[config.mk]
export PLATFORM = sky130hd
export DESIGN_NAME = vector_shape_record_parser_core
export DESIGN_NICKNAME = d
export VERILOG_FILES = /design/src/hw/rtl/vsrp_pkg.sv /design/src/hw/rtl/vector_shape_record_parser_core.sv /design/src/hw/rtl/vsrp_fifo.sv /design/src/hw/rtl/vsrp_parse.sv
export VERILOG_INCLUDE_DIRS = /design/src /design/src/hw/rtl
export SDC_FILE = /design/constraint.sdc
export NUM_CORES = 1
export LEC_CHECK = 0
export CORE_ASPECT_RATIO = 0.75
export CORE_MARGIN = 2
export CORE_UTILIZATION = 26
export DETAILED_ROUTE_END_ITERATION = 12
export DONT_BUFFER_PORTS = 1
export MAX_ROUTING_LAYER = met4
export PLACE_DENSITY = 0.46
export SLEW_MARGIN = 15
export SYNTH_ARGS = -nofsm -noshare
export SYNTH_HDL_FRONTEND = slang
export SYNTH_HIERARCHICAL = 1
export SYNTH_SLANG_ARGS = --single-unit
[constraint.sdc]
create_clock -name i_clk -period 9.3 [get_ports i_clk]
set_clock_uncertainty 0.05 [all_clocks]
set_input_delay 0.465 -clock i_clk [delete_from_list [all_inputs] [get_ports i_clk]]
set_output_delay 0.465 -clock i_clk [all_outputs]
set_load 0.05 [all_outputs]
[src/hw/rtl/vector_shape_record_parser_core_defines.svh]
// ------------------------------------------------------------------------
// Shape record parser assertion macros
// Shared assertion forms, clocked on i_clk, off while reset is low.
// ------------------------------------------------------------------------
`ifndef VECTOR_SHAPE_RECORD_PARSER_CORE_DEFINES_SVH
`define VECTOR_SHAPE_RECORD_PARSER_CORE_DEFINES_SVH

// Check a condition at every edge
`define VSRP_ASSERT_ALWAYS(lbl, cond, msg) \
    lbl: assert property (@(posedge i_clk) disable iff (!i_rst_n) (cond)) else $error(msg);

// Check that a condition implies another at the next edge
`define VSRP_ASSERT_NEXT(lbl, ante, cons, msg) \
    lbl: assert property (@(posedge i_clk) disable iff (!i_rst_n) (ante) |=> (cons)) \
        else $error(msg);

`endif

[src/hw/rtl/vsrp_pkg.sv]
// ------------------------------------------------------------------------
// Shape record parser package
// Record kinds, register indexes, parse phases, result word and helpers.
// ------------------------------------------------------------------------
`default_nettype none

package vsrp_pkg;

    // Record kinds
    localparam logic [2:0] KIND_MOVE  = 3'd0;
    localparam logic [2:0] KIND_STYLE = 3'd1;
    localparam logic [2:0] KIND_LINE  = 3'd2;
    localparam logic [2:0] KIND_CURVE = 3'd3;
    localparam logic [2:0] KIND_END   = 3'd4;
    localparam logic [2:0] KIND_NEWST = 3'd5;

    // Configuration register indexes
    localparam logic CFG_FILL_BITS = 1'b0;
    localparam logic CFG_LINE_BITS = 1'b1;

    localparam logic [4:0] HDR_BITS   = 5'd6;
    localparam logic [4:0] MBITS_BITS = 5'd5;

    typedef enum logic [16:0] {
        PH_HDR   = 17'h00001,
        PH_GEN   = 17'h00002,
        PH_VERT  = 17'h00004,
        PH_LX    = 17'h00008,
        PH_LY    = 17'h00010,
        PH_LONE  = 17'h00020,
        PH_CX    = 17'h00040,
        PH_CY    = 17'h00080,
        PH_AX    = 17'h00100,
        PH_AY    = 17'h00200,
        PH_MBITS = 17'h00400,
        PH_MX    = 17'h00800,
        PH_MY    = 17'h01000,
        PH_F0    = 17'h02000,
        PH_F1    = 17'h04000,
        PH_LS    = 17'h08000,
        PH_SDISP = 17'h10000
    } t_phase;

    typedef struct packed {
        logic [2:0]         record_kind;
        logic signed [30:0] delta_x;
        logic signed [30:0] delta_y;
        logic signed [16:0] anchor_x;
        logic signed [16:0] anchor_y;
        logic               has_fill0;
        logic [14:0]        fill0_index;
        logic               has_fill1;
        logic [14:0]        fill1_index;
        logic               has_line_style;
        logic [14:0]        line_style_index;
        logic               last;
    } t_result;

    localparam int RESULT_W = $bits(t_result);

    // Sign-extend the low w bits of a field; a zero-width field reads as zero
    function automatic logic [30:0] sext_field(input logic [30:0] v, input logic [4:0] w);
        logic [30:0] mask;
        logic        sgn;
        mask = ~(31'h7fffffff << w);
        sgn  = (w == 5'd0) ? 1'b0 : v[w - 5'd1];
        if (w == 5'd0) begin
            sext_field = '0;
        end else begin
            sext_field = (v & mask) | (sgn ? ~mask : 31'd0);
        end
    endfunction

endpackage

`default_nettype wire

[src/hw/rtl/vector_shape_record_parser_core.sv]
// ------------------------------------------------------------------------
// Vector shape record parser core
// Parses a packed shape-record bitstream into one result per record.
// ------------------------------------------------------------------------
// Bytes enter a short input queue and are decoded one bit per cycle, MSB
// first, by the bit engine, which sets the rate; it holds while a result
// waits on a full output queue. Results leave through an output queue.
// After the bits of a byte, a closing step releases any held result and
// loads the next byte if one is already waiting; a byte that finds the
// engine idle takes a separate load step. Each zero-width field and each
// style-flag dispatch step it triggers takes a step of its own. An end
// record or a new-styles halt drops the remaining bits at once, and once
// halted each byte is only closed. Style index widths are taken from the
// registers at the first header bit of each record list.
`default_nettype none

module vector_shape_record_parser_core #(
    parameter int IN_DEPTH  = 2,
    parameter int OUT_DEPTH = 4
) (
    input  wire logic        i_clk,
    input  wire logic        i_rst_n,
    input  wire logic        i_cfg_we,
    input  wire logic        i_cfg_idx,
    input  wire logic [3:0]  i_cfg_data,
    input  wire logic        push,
    output logic             full,
    input  wire logic [7:0]  i_stream_byte,
    output logic             empty,
    input  wire logic        pop,
    output logic [2:0]        o_record_kind,
    output logic signed [30:0] o_delta_x,
    output logic signed [30:0] o_delta_y,
    output logic signed [16:0] o_anchor_x,
    output logic signed [16:0] o_anchor_y,
    output logic             o_has_fill0,
    output logic [14:0]      o_fill0_index,
    output logic             o_has_fill1,
    output logic [14:0]      o_fill1_index,
    output logic             o_has_line_style,
    output logic [14:0]      o_line_style_index,
    output logic             o_last
);

    logic [3:0]        r_fill_bits, r_line_bits;
    logic [7:0]        byte_data;
    logic              byte_empty, byte_pop;
    logic              res_push, res_full;
    vsrp_pkg::t_result res_in, res_out;
    logic [vsrp_pkg::RESULT_W-1:0] res_out_bits;

    // Configuration registers
    always_ff @(posedge i_clk) begin
        if (!i_rst_n) begin
            r_fill_bits <= '0;
            r_line_bits <= '0;
        end else if (i_cfg_we) begin
            if (i_cfg_idx == vsrp_pkg::CFG_FILL_BITS) begin
                r_fill_bits <= i_cfg_data;
            end else begin
                r_line_bits <= i_cfg_data;
            end
        end
    end

    vsrp_fifo #(.W(8), .DEPTH(IN_DEPTH)) u_in_q (
        .i_clk   (i_clk),
        .i_rst_n (i_rst_n),
        .i_push  (push),
        .i_data  (i_stream_byte),
        .o_full  (full),
        .i_pop   (byte_pop),
        .o_data  (byte_data),
        .o_empty (byte_empty)
    );

    vsrp_parse u_parse (
        .i_clk        (i_clk),
        .i_rst_n      (i_rst_n),
        .i_fill_bits  (r_fill_bits),
        .i_line_bits  (r_line_bits),
        .i_byte       (byte_data),
        .i_byte_empty (byte_empty),
        .o_byte_pop   (byte_pop),
        .o_push       (res_push),
        .o_result     (res_in),
        .i_out_full   (res_full)
    );

    vsrp_fifo #(.W(vsrp_pkg::RESULT_W), .DEPTH(OUT_DEPTH)) u_out_q (
        .i_clk   (i_clk),
        .i_rst_n (i_rst_n),
        .i_push  (res_push),
        .i_data  (res_in),
        .o_full  (res_full),
        .i_pop   (pop),
        .o_data  (res_out_bits),
        .o_empty (empty)
    );

    assign res_out            = vsrp_pkg::t_result'(res_out_bits);
    assign o_record_kind      = res_out.record_kind;
    assign o_delta_x          = res_out.delta_x;
    assign o_delta_y          = res_out.delta_y;
    assign o_anchor_x         = res_out.anchor_x;
    assign o_anchor_y         = res_out.anchor_y;
    assign o_has_fill0        = res_out.has_fill0;
    assign o_fill0_index      = res_out.fill0_index;
    assign o_has_fill1        = res_out.has_fill1;
    assign o_fill1_index      = res_out.fill1_index;
    assign o_has_line_style   = res_out.has_line_style;
    assign o_line_style_index = res_out.line_style_index;
    assign o_last             = res_out.last;

endmodule

`default_nettype wire

[src/hw/rtl/vsrp_fifo.sv]
// ------------------------------------------------------------------------
// Shape record parser queue
// Small first-word-fall-through queue of register slots.
// ------------------------------------------------------------------------
`default_nettype none

module vsrp_fifo #(
    parameter int W     = 8,
    parameter int DEPTH = 2
) (
    input  wire logic         i_clk,
    input  wire logic         i_rst_n,
    input  wire logic         i_push,
    input  wire logic [W-1:0] i_data,
    output logic              o_full,
    input  wire logic         i_pop,
    output logic [W-1:0]      o_data,
    output logic              o_empty
);

    localparam int AW = (DEPTH > 1) ? $clog2(DEPTH) : 1;
    localparam int CW = $clog2(DEPTH + 1);

    logic [W-1:0]  r_mem [DEPTH];
    logic [AW-1:0] r_wr, r_rd;
    logic [CW-1:0] r_count;
    logic          wr_en, rd_en;

    assign o_full  = (r_count == CW'(DEPTH));
    assign o_empty = (r_count == '0);
    assign wr_en   = i_push && !o_full;
    assign rd_en   = i_pop && !o_empty;
    assign o_data  = r_mem[r_rd];

    // Store the word at the write slot
    always_ff @(posedge i_clk) begin
        if (wr_en) begin
            r_mem[r_wr] <= i_data;
        end
    end

    // Advance pointers and count
    always_ff @(posedge i_clk) begin
        if (!i_rst_n) begin
            r_wr    <= '0;
            r_rd    <= '0;
            r_count <= '0;
        end else begin
            if (wr_en) begin
                r_wr <= (r_wr == AW'(DEPTH - 1)) ? '0 : r_wr + 1'b1;
            end
            if (rd_en) begin
                r_rd <= (r_rd == AW'(DEPTH - 1)) ? '0 : r_rd + 1'b1;
            end
            if (wr_en && !rd_en) begin
                r_count <= r_count + 1'b1;
            end else if (rd_en && !wr_en) begin
                r_count <= r_count - 1'b1;
            end
        end
    end

endmodule

`default_nettype wire

[src/hw/rtl/vsrp_parse.sv]
// ------------------------------------------------------------------------
// Shape record parser bit engine
// Shifts each byte out MSB first, walks the record fields and builds
// one result word per decoded record.
// ------------------------------------------------------------------------
`default_nettype none

`include "vector_shape_record_parser_core_defines.svh"

module vsrp_parse (
    input  wire logic              i_clk,
    input  wire logic              i_rst_n,
    input  wire logic [3:0]        i_fill_bits,
    input  wire logic [3:0]        i_line_bits,
    input  wire logic [7:0]        i_byte,
    input  wire logic              i_byte_empty,
    output logic                   o_byte_pop,
    output logic                   o_push,
    output vsrp_pkg::t_result      o_result,
    input  wire logic              i_out_full
);

    vsrp_pkg::t_phase  r_phase, n_phase;
    logic [4:0]        r_bits_rem, n_bits_rem;
    logic [30:0]       r_shift, n_shift;
    logic [5:0]        r_flags, n_flags;
    logic [4:0]        r_fwidth, n_fwidth;
    logic [1:0]        r_stage, n_stage;
    logic [30:0]       r_held_x, n_held_x;
    logic [30:0]       r_held_y, n_held_y;
    logic [16:0]       r_held_ax, n_held_ax;
    logic [14:0]       r_held_f0, n_held_f0;
    logic [14:0]       r_held_f1, n_held_f1;
    logic [14:0]       r_held_ls, n_held_ls;
    logic              r_vert, n_vert;
    logic [3:0]        r_cur_fw, n_cur_fw;
    logic [3:0]        r_cur_lw, n_cur_lw;
    logic              r_halted, n_halted;
    logic              r_list_start, n_list_start;
    logic              r_align, n_align;
    logic [7:0]        r_byte, n_byte;
    logic [3:0]        r_bits_left, n_bits_left;
    logic              r_active, n_active;
    vsrp_pkg::t_result r_pend, n_pend;
    logic              r_pend_valid, n_pend_valid;

    logic              can_go, zw, consume, byte_end, fin, emit, go;
    logic [30:0]       v, sx;
    logic [4:0]        hdr_fw, nw;
    vsrp_pkg::t_phase  nph;
    vsrp_pkg::t_result e;

    always_comb begin
        n_phase      = r_phase;
        n_bits_rem   = r_bits_rem;
        n_shift      = r_shift;
        n_flags      = r_flags;
        n_fwidth     = r_fwidth;
        n_stage      = r_stage;
        n_held_x     = r_held_x;
        n_held_y     = r_held_y;
        n_held_ax    = r_held_ax;
        n_held_f0    = r_held_f0;
        n_held_f1    = r_held_f1;
        n_held_ls    = r_held_ls;
        n_vert       = r_vert;
        n_cur_fw     = r_cur_fw;
        n_cur_lw     = r_cur_lw;
        n_halted     = r_halted;
        n_list_start = r_list_start;
        n_align      = r_align;
        n_byte       = r_byte;
        n_bits_left  = r_bits_left;
        n_active     = r_active;
        n_pend       = r_pend;
        n_pend_valid = r_pend_valid;
        o_byte_pop   = 1'b0;
        o_push       = 1'b0;
        o_result     = r_pend;
        emit         = 1'b0;
        e            = '0;
        go           = 1'b0;
        nph          = vsrp_pkg::PH_HDR;
        nw           = vsrp_pkg::HDR_BITS;
        fin          = 1'b0;
        v            = r_shift;
        hdr_fw       = 5'd0;
        sx           = vsrp_pkg::sext_field(v, r_fwidth);

        can_go   = !(r_pend_valid && i_out_full);
        zw       = r_active && (r_bits_rem == 5'd0);
        consume  = r_active && !zw && (r_bits_left != 4'd0) && !r_halted && !r_align;
        byte_end = r_active && !zw && !consume;

        if (can_go && (zw || consume)) begin
            fin = zw;
            // Shift in the next stream bit
            if (consume) begin
                if ((r_phase == vsrp_pkg::PH_HDR) && (r_bits_rem == vsrp_pkg::HDR_BITS)
                        && r_list_start) begin
                    n_cur_fw     = i_fill_bits;
                    n_cur_lw     = i_line_bits;
                    n_list_start = 1'b0;
                end
                v           = {r_shift[29:0], r_byte[7]};
                n_shift     = v;
                n_byte      = {r_byte[6:0], 1'b0};
                n_bits_left = r_bits_left - 4'd1;
                n_bits_rem  = r_bits_rem - 5'd1;
                fin         = (r_bits_rem == 5'd1);
            end
            sx = vsrp_pkg::sext_field(v, r_fwidth);
            // Close the field and pick the next one
            if (fin) begin
                go = 1'b1;
                case (r_phase)
                    vsrp_pkg::PH_HDR: begin
                        n_flags  = v[5:0];
                        hdr_fw   = {1'b0, v[3:0]} + 5'd2;
                        n_fwidth = hdr_fw;
                        if (!v[5] && (v[4:0] == 5'd0)) begin
                            emit          = 1'b1;
                            e.record_kind = vsrp_pkg::KIND_END;
                            n_list_start  = 1'b1;
                            n_align       = 1'b1;
                        end else if (v[5]) begin
                            nph = v[4] ? vsrp_pkg::PH_GEN : vsrp_pkg::PH_CX;
                            nw  = v[4] ? 5'd1 : hdr_fw;
                        end else if (v[0]) begin
                            nph = vsrp_pkg::PH_MBITS;
                            nw  = vsrp_pkg::MBITS_BITS;
                        end else begin
                            nph     = vsrp_pkg::PH_SDISP;
                            nw      = 5'd0;
                            n_stage = 2'd0;
                        end
                    end
                    vsrp_pkg::PH_GEN: begin
                        nph = v[0] ? vsrp_pkg::PH_LX : vsrp_pkg::PH_VERT;
                        nw  = v[0] ? r_fwidth : 5'd1;
                    end
                    vsrp_pkg::PH_VERT: begin
                        n_vert = v[0];
                        nph    = vsrp_pkg::PH_LONE;
                        nw     = r_fwidth;
                    end
                    vsrp_pkg::PH_LX: begin
                        n_held_x = sx;
                        nph      = vsrp_pkg::PH_LY;
                        nw       = r_fwidth;
                    end
                    vsrp_pkg::PH_LY: begin
                        emit          = 1'b1;
                        e.record_kind = vsrp_pkg::KIND_LINE;
                        e.delta_x     = r_held_x;
                        e.delta_y     = sx;
                    end
                    vsrp_pkg::PH_LONE: begin
                        emit          = 1'b1;
                        e.record_kind = vsrp_pkg::KIND_LINE;
                        if (r_vert) begin
                            e.delta_y = sx;
                        end else begin
                            e.delta_x = sx;
                        end
                    end
                    vsrp_pkg::PH_CX: begin
                        n_held_x = sx;
                        nph      = vsrp_pkg::PH_CY;
                        nw       = r_fwidth;
                    end
                    vsrp_pkg::PH_CY: begin
                        n_held_y = sx;
                        nph      = vsrp_pkg::PH_AX;
                        nw       = r_fwidth;
                    end
                    vsrp_pkg::PH_AX: begin
                        n_held_ax = sx[16:0];
                        nph       = vsrp_pkg::PH_AY;
                        nw        = r_fwidth;
                    end
                    vsrp_pkg::PH_AY: begin
                        emit          = 1'b1;
                        e.record_kind = vsrp_pkg::KIND_CURVE;
                        e.delta_x     = r_held_x;
                        e.delta_y     = r_held_y;
                        e.anchor_x    = r_held_ax;
                        e.anchor_y    = sx[16:0];
                    end
                    vsrp_pkg::PH_MBITS: begin
                        n_fwidth = v[4:0];
                        nph      = vsrp_pkg::PH_MX;
                        nw       = v[4:0];
                    end
                    vsrp_pkg::PH_MX: begin
                        n_held_x = sx;
                        nph      = vsrp_pkg::PH_MY;
                        nw       = r_fwidth;
                    end
                    vsrp_pkg::PH_MY: begin
                        emit          = 1'b1;
                        e.record_kind = vsrp_pkg::KIND_MOVE;
                        e.delta_x     = r_held_x;
                        e.delta_y     = sx;
                        if (r_flags[4:1] != 4'd0) begin
                            nph     = vsrp_pkg::PH_SDISP;
                            nw      = 5'd0;
                            n_stage = 2'd0;
                        end
                    end
                    vsrp_pkg::PH_F0: begin
                        n_held_f0 = v[14:0];
                        nph       = vsrp_pkg::PH_SDISP;
                        nw        = 5'd0;
                        n_stage   = 2'd1;
                    end
                    vsrp_pkg::PH_F1: begin
                        n_held_f1 = v[14:0];
                        nph       = vsrp_pkg::PH_SDISP;
                        nw        = 5'd0;
                        n_stage   = 2'd2;
                    end
                    vsrp_pkg::PH_LS: begin
                        n_held_ls = v[14:0];
                        nph       = vsrp_pkg::PH_SDISP;
                        nw        = 5'd0;
                        n_stage   = 2'd3;
                    end
                    vsrp_pkg::PH_SDISP: begin
                        if ((r_stage == 2'd0) && r_flags[1]) begin
                            nph = vsrp_pkg::PH_F0;
                            nw  = {1'b0, r_cur_fw};
                        end else if ((r_stage <= 2'd1) && r_flags[2]) begin
                            nph = vsrp_pkg::PH_F1;
                            nw  = {1'b0, r_cur_fw};
                        end else if ((r_stage <= 2'd2) && r_flags[3]) begin
                            nph = vsrp_pkg::PH_LS;
                            nw  = {1'b0, r_cur_lw};
                        end else begin
                            emit             = 1'b1;
                            e.record_kind    = r_flags[4] ? vsrp_pkg::KIND_NEWST
                                                          : vsrp_pkg::KIND_STYLE;
                            e.has_fill0      = r_flags[1];
                            e.fill0_index    = r_flags[1] ? r_held_f0 : 15'd0;
                            e.has_fill1      = r_flags[2];
                            e.fill1_index    = r_flags[2] ? r_held_f1 : 15'd0;
                            e.has_line_style = r_flags[3];
                            e.line_style_index = r_flags[3] ? r_held_ls : 15'd0;
                            n_halted         = r_flags[4];
                        end
                    end
                    default: begin
                        nph = vsrp_pkg::PH_HDR;
                        nw  = vsrp_pkg::HDR_BITS;
                    end
                endcase
            end
        end else if (can_go && byte_end) begin
            // Close the byte: release the held result marked last, load the next byte if one waits
            if (r_pend_valid) begin
                o_push        = 1'b1;
                o_result      = r_pend;
                o_result.last = 1'b1;
            end
            n_pend_valid = 1'b0;
            n_align      = 1'b0;
            n_active     = 1'b0;
            if (!i_byte_empty) begin
                o_byte_pop  = 1'b1;
                n_byte      = i_byte;
                n_bits_left = 4'd8;
                n_active    = 1'b1;
            end
        end else if (!r_active && !i_byte_empty) begin
            // Load the next byte
            o_byte_pop  = 1'b1;
            n_byte      = i_byte;
            n_bits_left = 4'd8;
            n_active    = 1'b1;
        end

        if (go) begin
            n_phase    = nph;
            n_bits_rem = nw;
            n_shift    = '0;
        end

        // Hold the newest result; pass the older one on
        if (emit) begin
            if (r_pend_valid) begin
                o_push        = 1'b1;
                o_result      = r_pend;
                o_result.last = 1'b0;
            end
            n_pend       = e;
            n_pend_valid = 1'b1;
        end
    end

    // Control state
    always_ff @(posedge i_clk) begin
        if (!i_rst_n) begin
            r_phase      <= vsrp_pkg::PH_HDR;
            r_bits_rem   <= vsrp_pkg::HDR_BITS;
            r_shift      <= '0;
            r_flags      <= '0;
            r_fwidth     <= '0;
            r_stage      <= '0;
            r_vert       <= 1'b0;
            r_cur_fw     <= '0;
            r_cur_lw     <= '0;
            r_halted     <= 1'b0;
            r_list_start <= 1'b1;
            r_align      <= 1'b0;
            r_bits_left  <= '0;
            r_active     <= 1'b0;
            r_pend_valid <= 1'b0;
        end else begin
            r_phase      <= n_phase;
            r_bits_rem   <= n_bits_rem;
            r_shift      <= n_shift;
            r_flags      <= n_flags;
            r_fwidth     <= n_fwidth;
            r_stage      <= n_stage;
            r_vert       <= n_vert;
            r_cur_fw     <= n_cur_fw;
            r_cur_lw     <= n_cur_lw;
            r_halted     <= n_halted;
            r_list_start <= n_list_start;
            r_align      <= n_align;
            r_bits_left  <= n_bits_left;
            r_active     <= n_active;
            r_pend_valid <= n_pend_valid;
        end
    end

    // Payload
    always_ff @(posedge i_clk) begin
        r_held_x  <= n_held_x;
        r_held_y  <= n_held_y;
        r_held_ax <= n_held_ax;
        r_held_f0 <= n_held_f0;
        r_held_f1 <= n_held_f1;
        r_held_ls <= n_held_ls;
        r_byte    <= n_byte;
        r_pend    <= n_pend;
    end

    `VSRP_ASSERT_NEXT(a_halt_sticks, r_halted, r_halted, "parser left the halted state")
    `VSRP_ASSERT_ALWAYS(a_zw_in_byte, (r_bits_rem != 5'd0) || r_active, "zero-width step outside a byte")
    `VSRP_ASSERT_ALWAYS(a_no_overrun, !o_push || !i_out_full, "result pushed into full queue")
    `VSRP_ASSERT_ALWAYS(a_pend_kind, !r_pend_valid || (r_pend.record_kind <= vsrp_pkg::KIND_NEWST), "held result has a bad kind")

endmodule

`default_nettype wire

==> impl_metrics.toml, run 1 <==
[synthesis]
ys_seq_area_frac = 0.742
synth_top_family_by_area = "multiplexers"
syn_inst = 2228
synth_xor_area_frac = 0.00271
synth_common_cells = "edfxtp_1, nand2_1, mux4_2"
yosysWarnings = 6
synth.area.top_cells = "edfxtp_1, mux4_2, dfxtp_1, nand2_1, and2_1"
synth-seq-cells = 991
postSynthAreaPerCell_um2 = 17.4
muxShareOfSynthArea = 0.0978
synthFlopType = "edfxtp_1"
netlist.area_leader.share = 0.688
synth-compound-area-share = 0.0532
yosys.area.top_type = "edfxtp_1"
yosysMostFrequentCell = "edfxtp_1"
synth-simple-area-share = 0.0752
synth_adder_area_share = 0.00666
synthesis.nets = 2266
syn-cell-area_um2 = 38700
ys_types = 89
async_flop_share = 0
synth_edf_count = 887

[global_route]
gr-usage-met2 = 0.199
use_met1 = 0.174
grt_overflow = 0
use_met3 = 0.0332
grt_start_max_net_pins = 81
grtUsageTotal = 0.131
grt_first_pass_wirelength_um = 144000
grt_pass1_vias = 20300
busiest_layer = "met2"
antenna_found_initial = 1

[floorplanning]
rows = 122
num_io_pins = 168
core_um2 = 148000
dieHeight_um = 338
dieArea_um2 = 152000
dieWidth_um = 450
start_util = 0.262

[hold_path]
min_from = "pop"
hold_class = "input port to flop"
whs_path_depth = 2

[timing]
rsz0062_at_grt = "no"
setup_violations = 0
min_period_over_period = 0.626
finalSetupTns_ns = 0
final_max_slew_viol_count = 0
tightest_slew_ns = 1.14
timing.final.ws_setup_ns = 3.48
finalHoldViolCount = 0
fmax_ghz = 0.172
fin_crit_ns = 5.82
maxSlewHeadroom = 0.240

[power]
power_mw = 10.6
power_leakage_nw = 14.5
ir_drop_mv = 0.144
power_density_nw_per_um2 = 238

[clocking]
cts_inserted_buffers = 100
cts_tree = "yes"
cts.reportedPaths.clkPinSlew_ns = 0.07
cts.sinks = 991
clock-root-buffer = "clkbuf_16"
htree_levels = 3
clk-insertion-delay-late_ns = 0.72
ctsResizeCount = 0
postCtsSetupBuffers = 0
cts_max_path_buffers = 3

[route]
viasPerCell = 4.58
drc = 0
vias = 19900
firstDrtPassIters = 5
antenna_left = 0
drt-initial-drc-count = 1704
wl_per_cell_um = 22.6
routed_wl_um = 98000

[finish]
syn2layout_area_growth_pct = 15.2
drive_gt1_frac = 0.171
multi_input_area_um2 = 9220
antenna_cells = 0
ff_latch_area_um2 = 28700
nFillCells = 14400
nets = 2304

[critical_path]
r2r_cells = 13
r2r-end = "u_out_q/r_mem[3][40]"
cp_max_fo = 56
path_class = "flop to flop"
worstPathRequired_ns = 9.58
crit_path_end_kind = "flop"
reg2reg_slack_ns = 3.48
arrival_ns = 6.10
worst_setup_path_start_kind = "flop"
reg2reg_from = "u_parse/r_bits_rem[1]"

[outcome]
status = "finished, final reports clean"

[placed_design]
portBuffers = 0
globalplace.congestion = 0.862
place_ws_ns = 3.53
place_hpwl_um = 64200

[flow_run]
drv_cap = 0
## worst max-delay path, stage by stage, from the launching register on
cell and delay, ns:
dfxtp_1 0.41, inv_1 0.11, ha_1 0.24, or4b_1 0.38
nand3_1 0.48, and2_1 0.36, a2111oi_0 0.55, and2_1 0.27
nor2_1 0.08, a31o_2 0.31, a21oi_1 0.14, nor2b_1 0.51
and2_4 0.61, buf_4 0.78
## layer usage
layer / vias up / routed length [um]
met1: 10400 / 44000
met5: - / 0
li1: 8831 / -
met4: 0 / 2100
met2: 554 / 45700
met3: 128 / 6140
## area by class of cell
| type | count | area share |
|---|---|---|
| clock buffers | 113 | 0.0574 |
| multi-input cells | 1078 | 0.207 |
| clock inverters | 73 | 0.0218 |
| repair buffers | 46 | 0.0100 |
| flip-flops and latches | 991 | 0.644 |
| inverters | 49 | 0.00424 |
| well taps | 1984 | 0.0557 |
## repair_timing
item                                    CTS  global route
hold buffers                             14             0
endpoints found under the setup margin    0             0
hold endpoints to repair                 76             0
## cell families (layout without fill, tap and decap cells)
group	Yosys count	count (layout)
flops	991	991
buf+inv	159	281
simple gates	569	569
fa+ha+maj	20	20
mux	192	192
compound gates	285	285
xor+xnor	12	12
## report_power, final
part	internal (mW)	switching, mW
Combinational	0.376	1.00
Clock	2.50	1.76
Sequential	4.89	0.0990
## registers in the layout (all words and copies together), names as in the netlist, 5 cells and up, named ones only
name                cells
u_parse/r_shift        31
u_parse/r_held_f1      15
u_parse/r_held_y       31
u_parse/r_held_ax      17
u_in_q/r_mem           16
u_parse/r_bits_rem      5
u_parse/r_held_ls      15
u_parse/r_phase        17
u_parse/r_held_x       31
u_out_q/r_mem         592
u_parse/r_pend        147
u_parse/r_held_f0      15
u_parse/r_fwidth        5
u_parse/r_byte          8
## stage by stage
stage          area, um2   util  cells  hold WS (ns)
4_1_cts            44600  0.302   4334        0.0158
3_5_place_dp       40900  0.277   4134         0.406
2_1_floorplan      38700      -   2228         0.384
6_report           44600  0.302   4334        0.0824
3_3_place_gp       40900  0.277   4134         0.394
5_1_grt            44600  0.302   4334        0.0386
## worst max-delay path by stage
| stage | from | endpoint | slack [ns] |
|---|---|---|---|
| 2_1_floorplan | u_parse/r_bits_left[0] | u_out_q/r_mem[0][0] | 2.30 |
| 3_3_place_gp | u_parse/r_bits_left[0] | u_out_q/r_mem[3][52] | 3.54 |
| 3_5_place_dp | u_parse/r_bits_rem[1] | u_out_q/r_mem[3][66] | 3.53 |
| 4_1_cts | u_parse/r_bits_rem[1] | u_out_q/r_mem[3][24] | 3.47 |
| 5_1_grt | u_parse/r_bits_rem[1] | u_out_q/r_mem[3][40] | 3.09 |
| 6_report | u_parse/r_bits_rem[1] | u_out_q/r_mem[3][40] | 3.48 |
## layout by cell type, fill, tap and decap left out, types with 23 or more instances in the layout
master	n
o21ai_0	42
and2_1	68
mux4_2	148
a21oi_1	55
and3_1	41
a32o_1	31
dfxtp_1	102
nand3_1	24
edfxtp_1	887
inv_1	44
clkinv_1	23
nor2_1	75
clkbuf_16	100
mux2i_1	33
buf_4	28
nand2_1	215
Note: power is estimated with default switching activity, not from simulation.
==> run 2, diff against run 1 <==
- PLACE_DENSITY: 0.46 -> 0.48
- clock period: 9.3 -> 5.2 ns (I/O delays scaled with it)
==> run 2 against run 1 <==
Compared with the run above:
- routed wire length increased by 2.9%
- sequential power increased by 79%
- largest cell class unchanged
- critical path type unchanged
- count of clock-buffer cells in the layout increased by 9
- sequential share of layout area decreased by 0.73 points
==> impl_metrics.toml, run 2 (synthesized netlist as in run 1, its figures left out) <==
[outcome]
status = "finished, final reports clean"

[global_route]
grt_overflow = 0
grt_first_pass_wirelength_um = 147000
antenna_found_initial = 1
grt_pass1_vias = 20600
grtUsageTotal = 0.134
grt_start_max_net_pins = 75

[power]
power_leakage_nw = 15.4
ir_drop_mv = 0.247
power_density_nw_per_um2 = 412

[clocking]
cts_max_path_buffers = 3
postCtsSetupBuffers = 0
cts_tree = "yes"
cts.reportedPaths.clkPinSlew_ns = 0.08
cts.sinks = 991
clk-insertion-delay-late_ns = 0.72
htree_levels = 3
cts_inserted_buffers = 102
clock-root-buffer = "clkbuf_16"

[timing]
setup_violations = 0
final_max_slew_viol_count = 0
min_period_over_period = 0.940
tightest_slew_ns = 1.14
rsz0062_at_grt = "no"
fin_crit_ns = 4.89
fmax_ghz = 0.205
timing.final.ws_setup_ns = 0.314
maxSlewHeadroom = 0.237
finalHoldViolCount = 0

[floorplanning]
num_io_pins = 168
dieWidth_um = 450
core_um2 = 148000
dieHeight_um = 338
dieArea_um2 = 152000
start_util = 0.262
rows = 122

[placed_design]
place_hpwl_um = 66200
place_area_um2 = 41400
globalplace.congestion = 0.879
portBuffers = 0
place_ws_ns = 0.268

[hold_path]
hold_class = "input port to flop"

[flow_run]
drv_cap = 0

[critical_path]
arrival_ns = 5.22
path_class = "flop to flop"
crit_path_end_kind = "flop"
path_cells = "nor4_1 > nand4b_1 > or4b_1 > a2111oi_0 > and2_1 > nor2_1 > a31o_2 > a21oi_1 > nor2b_2 > buf_4 > and2_4 > buf_12"
cpPeakStageDelay_ns = 0.65
worstPathRequired_ns = 5.53
cp_max_fo = 29
worst_setup_path_start_kind = "flop"
crit_slowest_cell = "and2_4"

[finish]
final_cell_mix = "edfxtp_1, nand2_1, mux4_2"
final_common_cell = "edfxtp_1"
top_regs = "u_out_q/r_mem: 592 flops, u_parse/r_pend: 147 flops"
antenna_cells = 0
nFillCells = 14500
top_register = "u_out_q/r_mem"
syn2layout_area_growth_pct = 16.5
drive_gt1_frac = 0.183
finish.instance_area_um2 = 45100
nets = 2348
largest_register_ff_count = 592

[route]
drc = 0
firstDrtPassIters = 5
drt-initial-drc-count = 1646
routed_wl_um = 101000
viasPerCell = 4.62
antenna_left = 0
wl_per_cell_um = 23.0
vias = 20300
## run 2: path summary, 6_finish.rpt
path	end	cells after the start	from	slack, ns
setup reg to reg	u_out_q/r_mem[3][103]	12	u_parse/r_phase[2]	0.31
hold / removal	u_in_q/r_mem[0][4]	1	i_stream_byte[4]	0.17
setup / recovery	u_out_q/r_mem[3][103]	12	u_parse/r_phase[2]	0.31
hold reg to reg	r_fill_bits[2]	2	r_fill_bits[2]	0.41
## run 2: cell type report
type | count | area [um2] | share of cell area
repair buffers | 88 | 1060 | 0.0235
flip-flops and latches | 991 | 28700 | 0.637
clock buffers | 122 | 2670 | 0.0592
multi-input cells | 1078 | 9200 | 0.204
well taps | 1984 | 2480 | 0.0550
clock inverters | 70 | 788 | 0.0175
inverters | 49 | 188 | 0.00416
## run 2: repair_timing
| item | CTS | global route |
|---|---|---|
| hold endpoints to repair | 124 | 0 |
| hold buffers | 23 | 0 |
| resized for setup | 0 | 1 |
| setup endpoints to repair | 0 | 128 |
## run 2: metal layers
metal	global-route usage	part of all wire	up-vias
met1	0.181	0.46	10700
met3	0.0290	0.050	124
met4	0.0309	0.018	0
li1	-	-	8954
met5	-	0	-
met2	0.207	0.47	526
## run 2: metrics by stage
stage	cells	TNS, ns	total power [mW]	utilization	hold WS [ns]
global placement	4167	0	11.2	0.280	0.309
global route	4382	0	19.3	0.305	0.138
finish	4382	0	18.6	0.305	0.171
detailed placement	4167	0	11.3	0.280	0.309
floorplan	2228	-104.86	10.6	-	0.309
CTS	4382	0	18.9	0.305	0.101
## run 2: critical path: cells and delay by family, from the launching register on
family / cells / cell delay, ns
simple gates: 7 / 2.79
compound gates: 3 / 0.80
buf+inv: 2 / 0.50
flops: 1 / 0.34
## run 2: power by group
group          total, mW  leakage (nW)  internal [mW]  switching (mW)
Sequential          8.95          9.94           8.75           0.203
Combinational       2.14          3.76          0.654            1.49
Clock               7.48          1.68           4.35            3.14
==> run 3, diff against run 2 <==
- ABC_AREA: unset -> 1
- SETUP_SLACK_MARGIN: unset -> 0.4
==> run 3 against run 2 <==
Compared with the run above:
- sequential power up 23%
- hold slack got worse by 0.0017 ns
- via count grew 23%
- non-clock buffer count rose by 79
- setup slack better by 0.59 ns
- largest cell class unchanged
- critical path depth is 15 higher
- register-to-register slack gained 0.59 ns
- routed wire length up 6.3%
==> impl_metrics.toml, run 3 <==
[finish]
nets = 3439
largest_register_ff_count = 592
top_register = "u_out_q/r_mem"
final_common_cell = "edfxtp_1"
drive_gt1_frac = 0.117
stdcell_count = 5499
finish.instance_area_um2 = 46300
final_cell_mix = "edfxtp_1, nor2_1, o21ai_0"
top_regs = "u_out_q/r_mem: 592 flops, u_parse/r_pend: 147 flops"
syn2layout_area_growth_pct = 16.4

[floorplanning]
core_um2 = 152000
dieArea_um2 = 156000
num_io_pins = 168
rows = 124
start_util = 0.262
dieHeight_um = 343
dieWidth_um = 456

[critical_path]
cpPeakStageDelay_ns = 0.46
crit_slowest_cell = "nor2_8"
arrival_ns = 4.84
worst-path-buf-inv = 7
cp_max_fo = 33
path_depth = 27
worstPathRequired_ns = 5.74
cp_top_family = "simple AND/OR/NAND/NOR gates"
crit_path_end_kind = "flop"
reg2reg_from = "u_parse/r_bits_left[0]"
startpoint = "u_parse/r_bits_left[0]"
reg2reg_slack_ns = 0.90
worst_setup_path_start_kind = "flop"
path_class = "flop to flop"
r2r_cells = 27

[timing]
rsz0062_at_grt = "no"
maxSlewHeadroom = 0.195
min_period_over_period = 0.826
tightest_slew_ns = 1.23
fmax_ghz = 0.233
final_max_slew_viol_count = 0
finalSetupTns_ns = 0
setup_violations = 0
finalHoldViolCount = 0
fin_crit_ns = 4.30
hold_slack_ns = 0.170

[global_route]
grt_start_max_net_pins = 130
grtUsageTotal = 0.138
antenna_found_initial = 3
grt_overflow = 0
grt_first_pass_wirelength_um = 158000
grt_pass1_vias = 23200

[hold_path]
min_from = "i_stream_byte[4]"
whs_path_depth = 1
hold_class = "input port to flop"

[clocking]
cts_inserted_buffers = 102
clk-insertion-delay-late_ns = 0.73
postCtsSetupBuffers = 0
cts_tree = "yes"
cts.reportedPaths.clkPinSlew_ns = 0.06
htree_levels = 3
cts.sinks = 991
clock-root-buffer = "clkbuf_16"
cts_max_path_buffers = 3

[synthesis]
synth_adder_area_share = 0.00647
async_flop_share = 0
yosys.area.top_type = "edfxtp_1"
syn_inst = 3293
netlist.area_leader.share = 0.669
synth_xor_area_frac = 0.00110
yosysMostFrequentCell = "edfxtp_1"
ys_seq_area_frac = 0.721
synth_common_cells = "edfxtp_1, nor2_1, o21ai_0"
synth_top_family_by_area = "simple AND/OR/NAND/NOR gates"
syn-cell-area_um2 = 39800
yosysWarnings = 6
synthesis.nets = 3331
synth.area.top_cells = "edfxtp_1, dfxtp_1, nor2_1, o21ai_0, nand2_1"
muxShareOfSynthArea = 0.00226
synth-seq-cells = 991
synth_edf_count = 887
synth-compound-area-share = 0.0977
postSynthAreaPerCell_um2 = 12.1
synthFlopType = "edfxtp_1"
synth-simple-area-share = 0.117
ys_types = 55

[power]
pwr-share-clk = 0.241
p_seq_frac = 0.371
combPwrFrac = 0.388
power_density_nw_per_um2 = 641
p_switching_mw = 12.8
power_mw = 29.7
power_leakage_nw = 16.1
p_int_mw = 17.0
ir_drop_mv = 0.673
swShare = 0.429

[placed_design]
portBuffers = 0
globalplace.congestion = 0.882
dp_cells = 5286
place_area_um2 = 42800
place_hpwl_um = 66500

[route]
antenna_left = 0
viasPerCell = 4.52
wl_per_cell_um = 19.5
firstDrtPassIters = 5
drt-initial-drc-count = 2053
drc = 0
routed_wl_um = 107000
vias = 24900

[outcome]
status = "finished, final reports clean"

[flow_run]
drv_cap = 0
-- run 3: cell count changes after synthesis, moves of 27 or more --
cell     delta
mux2i_1    -33
inv_1     +250
nor2_1    +406
and2_1     -71
a21oi_1    +80
buf_6      +28
o21ai_0   +307
a32o_1     -31
mux4_2    -148
and3_1     -41
nand3_1   +132
o22ai_1   +150
nand2_1   +116
o21ai_1    +27
-- run 3: cell families after synthesis --
| family | Yosys count |
|---|---|
| compound gates | 714 |
| mux | 8 |
| fa+ha+maj | 20 |
| simple gates | 1079 |
| buf+inv | 476 |
| flops | 991 |
| xor+xnor | 5 |
-- run 3: power groups by stage --
stage / registers, mW / clock network, mW / logic [mW]
after CTS: 11.0 / 7.37 / 11.6
after global routing: 11.1 / 7.67 / 12.6
final: 11.0 / 7.17 / 11.5
after global placement: 11.2 / 0 / 11.5
after floorplan: 10.8 / 0 / 8.32
after detailed placement: 11.2 / 0 / 11.6
-- run 3: final cells by class --
class                           instances  area, um2
Clock buffer                          120       2640
Tap cell                             2016       2520
Inverter                              313       1190
Fill cell                           15300     106000
Antenna cell                            3       7.51
Timing Repair Buffer                  167       1520
Multi-Input combinational cell       1826       9100
Clock inverter                         63        624
Sequential cell                       991      28700
-- run 3: per-stage QoR --
| step | utilization | worst slack [ns] |
|---|---|---|
| global route | 0.304 | 0.609 |
| detailed placement | 0.281 | 1.00 |
| floorplan | - | 0.220 |
| global placement | 0.281 | 0.954 |
| finish | 0.304 | 0.905 |
| CTS | 0.304 | 0.982 |
-- run 3: worst reg2reg max path: cells and delay by family (launching register included) --
kind	cells	cell delay (ns)
compound gates	1	0.25
fa+ha+maj	3	0.80
buf+inv	7	0.54
flops	1	0.37
simple gates	16	2.21
-- run 3: routing by layer --
metal | vias up | track usage | share of wire
met5 | - | - | 0
met4 | 0 | 0.0307 | 0.017
met3 | 123 | 0.0247 | 0.052
li1 | 11800 | - | -
met2 | 621 | 0.212 | 0.46
met1 | 12300 | 0.190 | 0.47
-- run 3: worst paths after layout --
path / endpoint
max: u_out_q/r_count[2]
min: u_in_q/r_mem[1][4]
max reg2reg: u_out_q/r_count[2]
min reg2reg: u_parse/r_align
-- run 3: what timing repair did --
action / CTS / global route
resized for setup: 0 / 0
endpoints found under the hold margin: 89 / 0
hold buffers: 27 / 0
setup endpoints to repair: 0 / 0
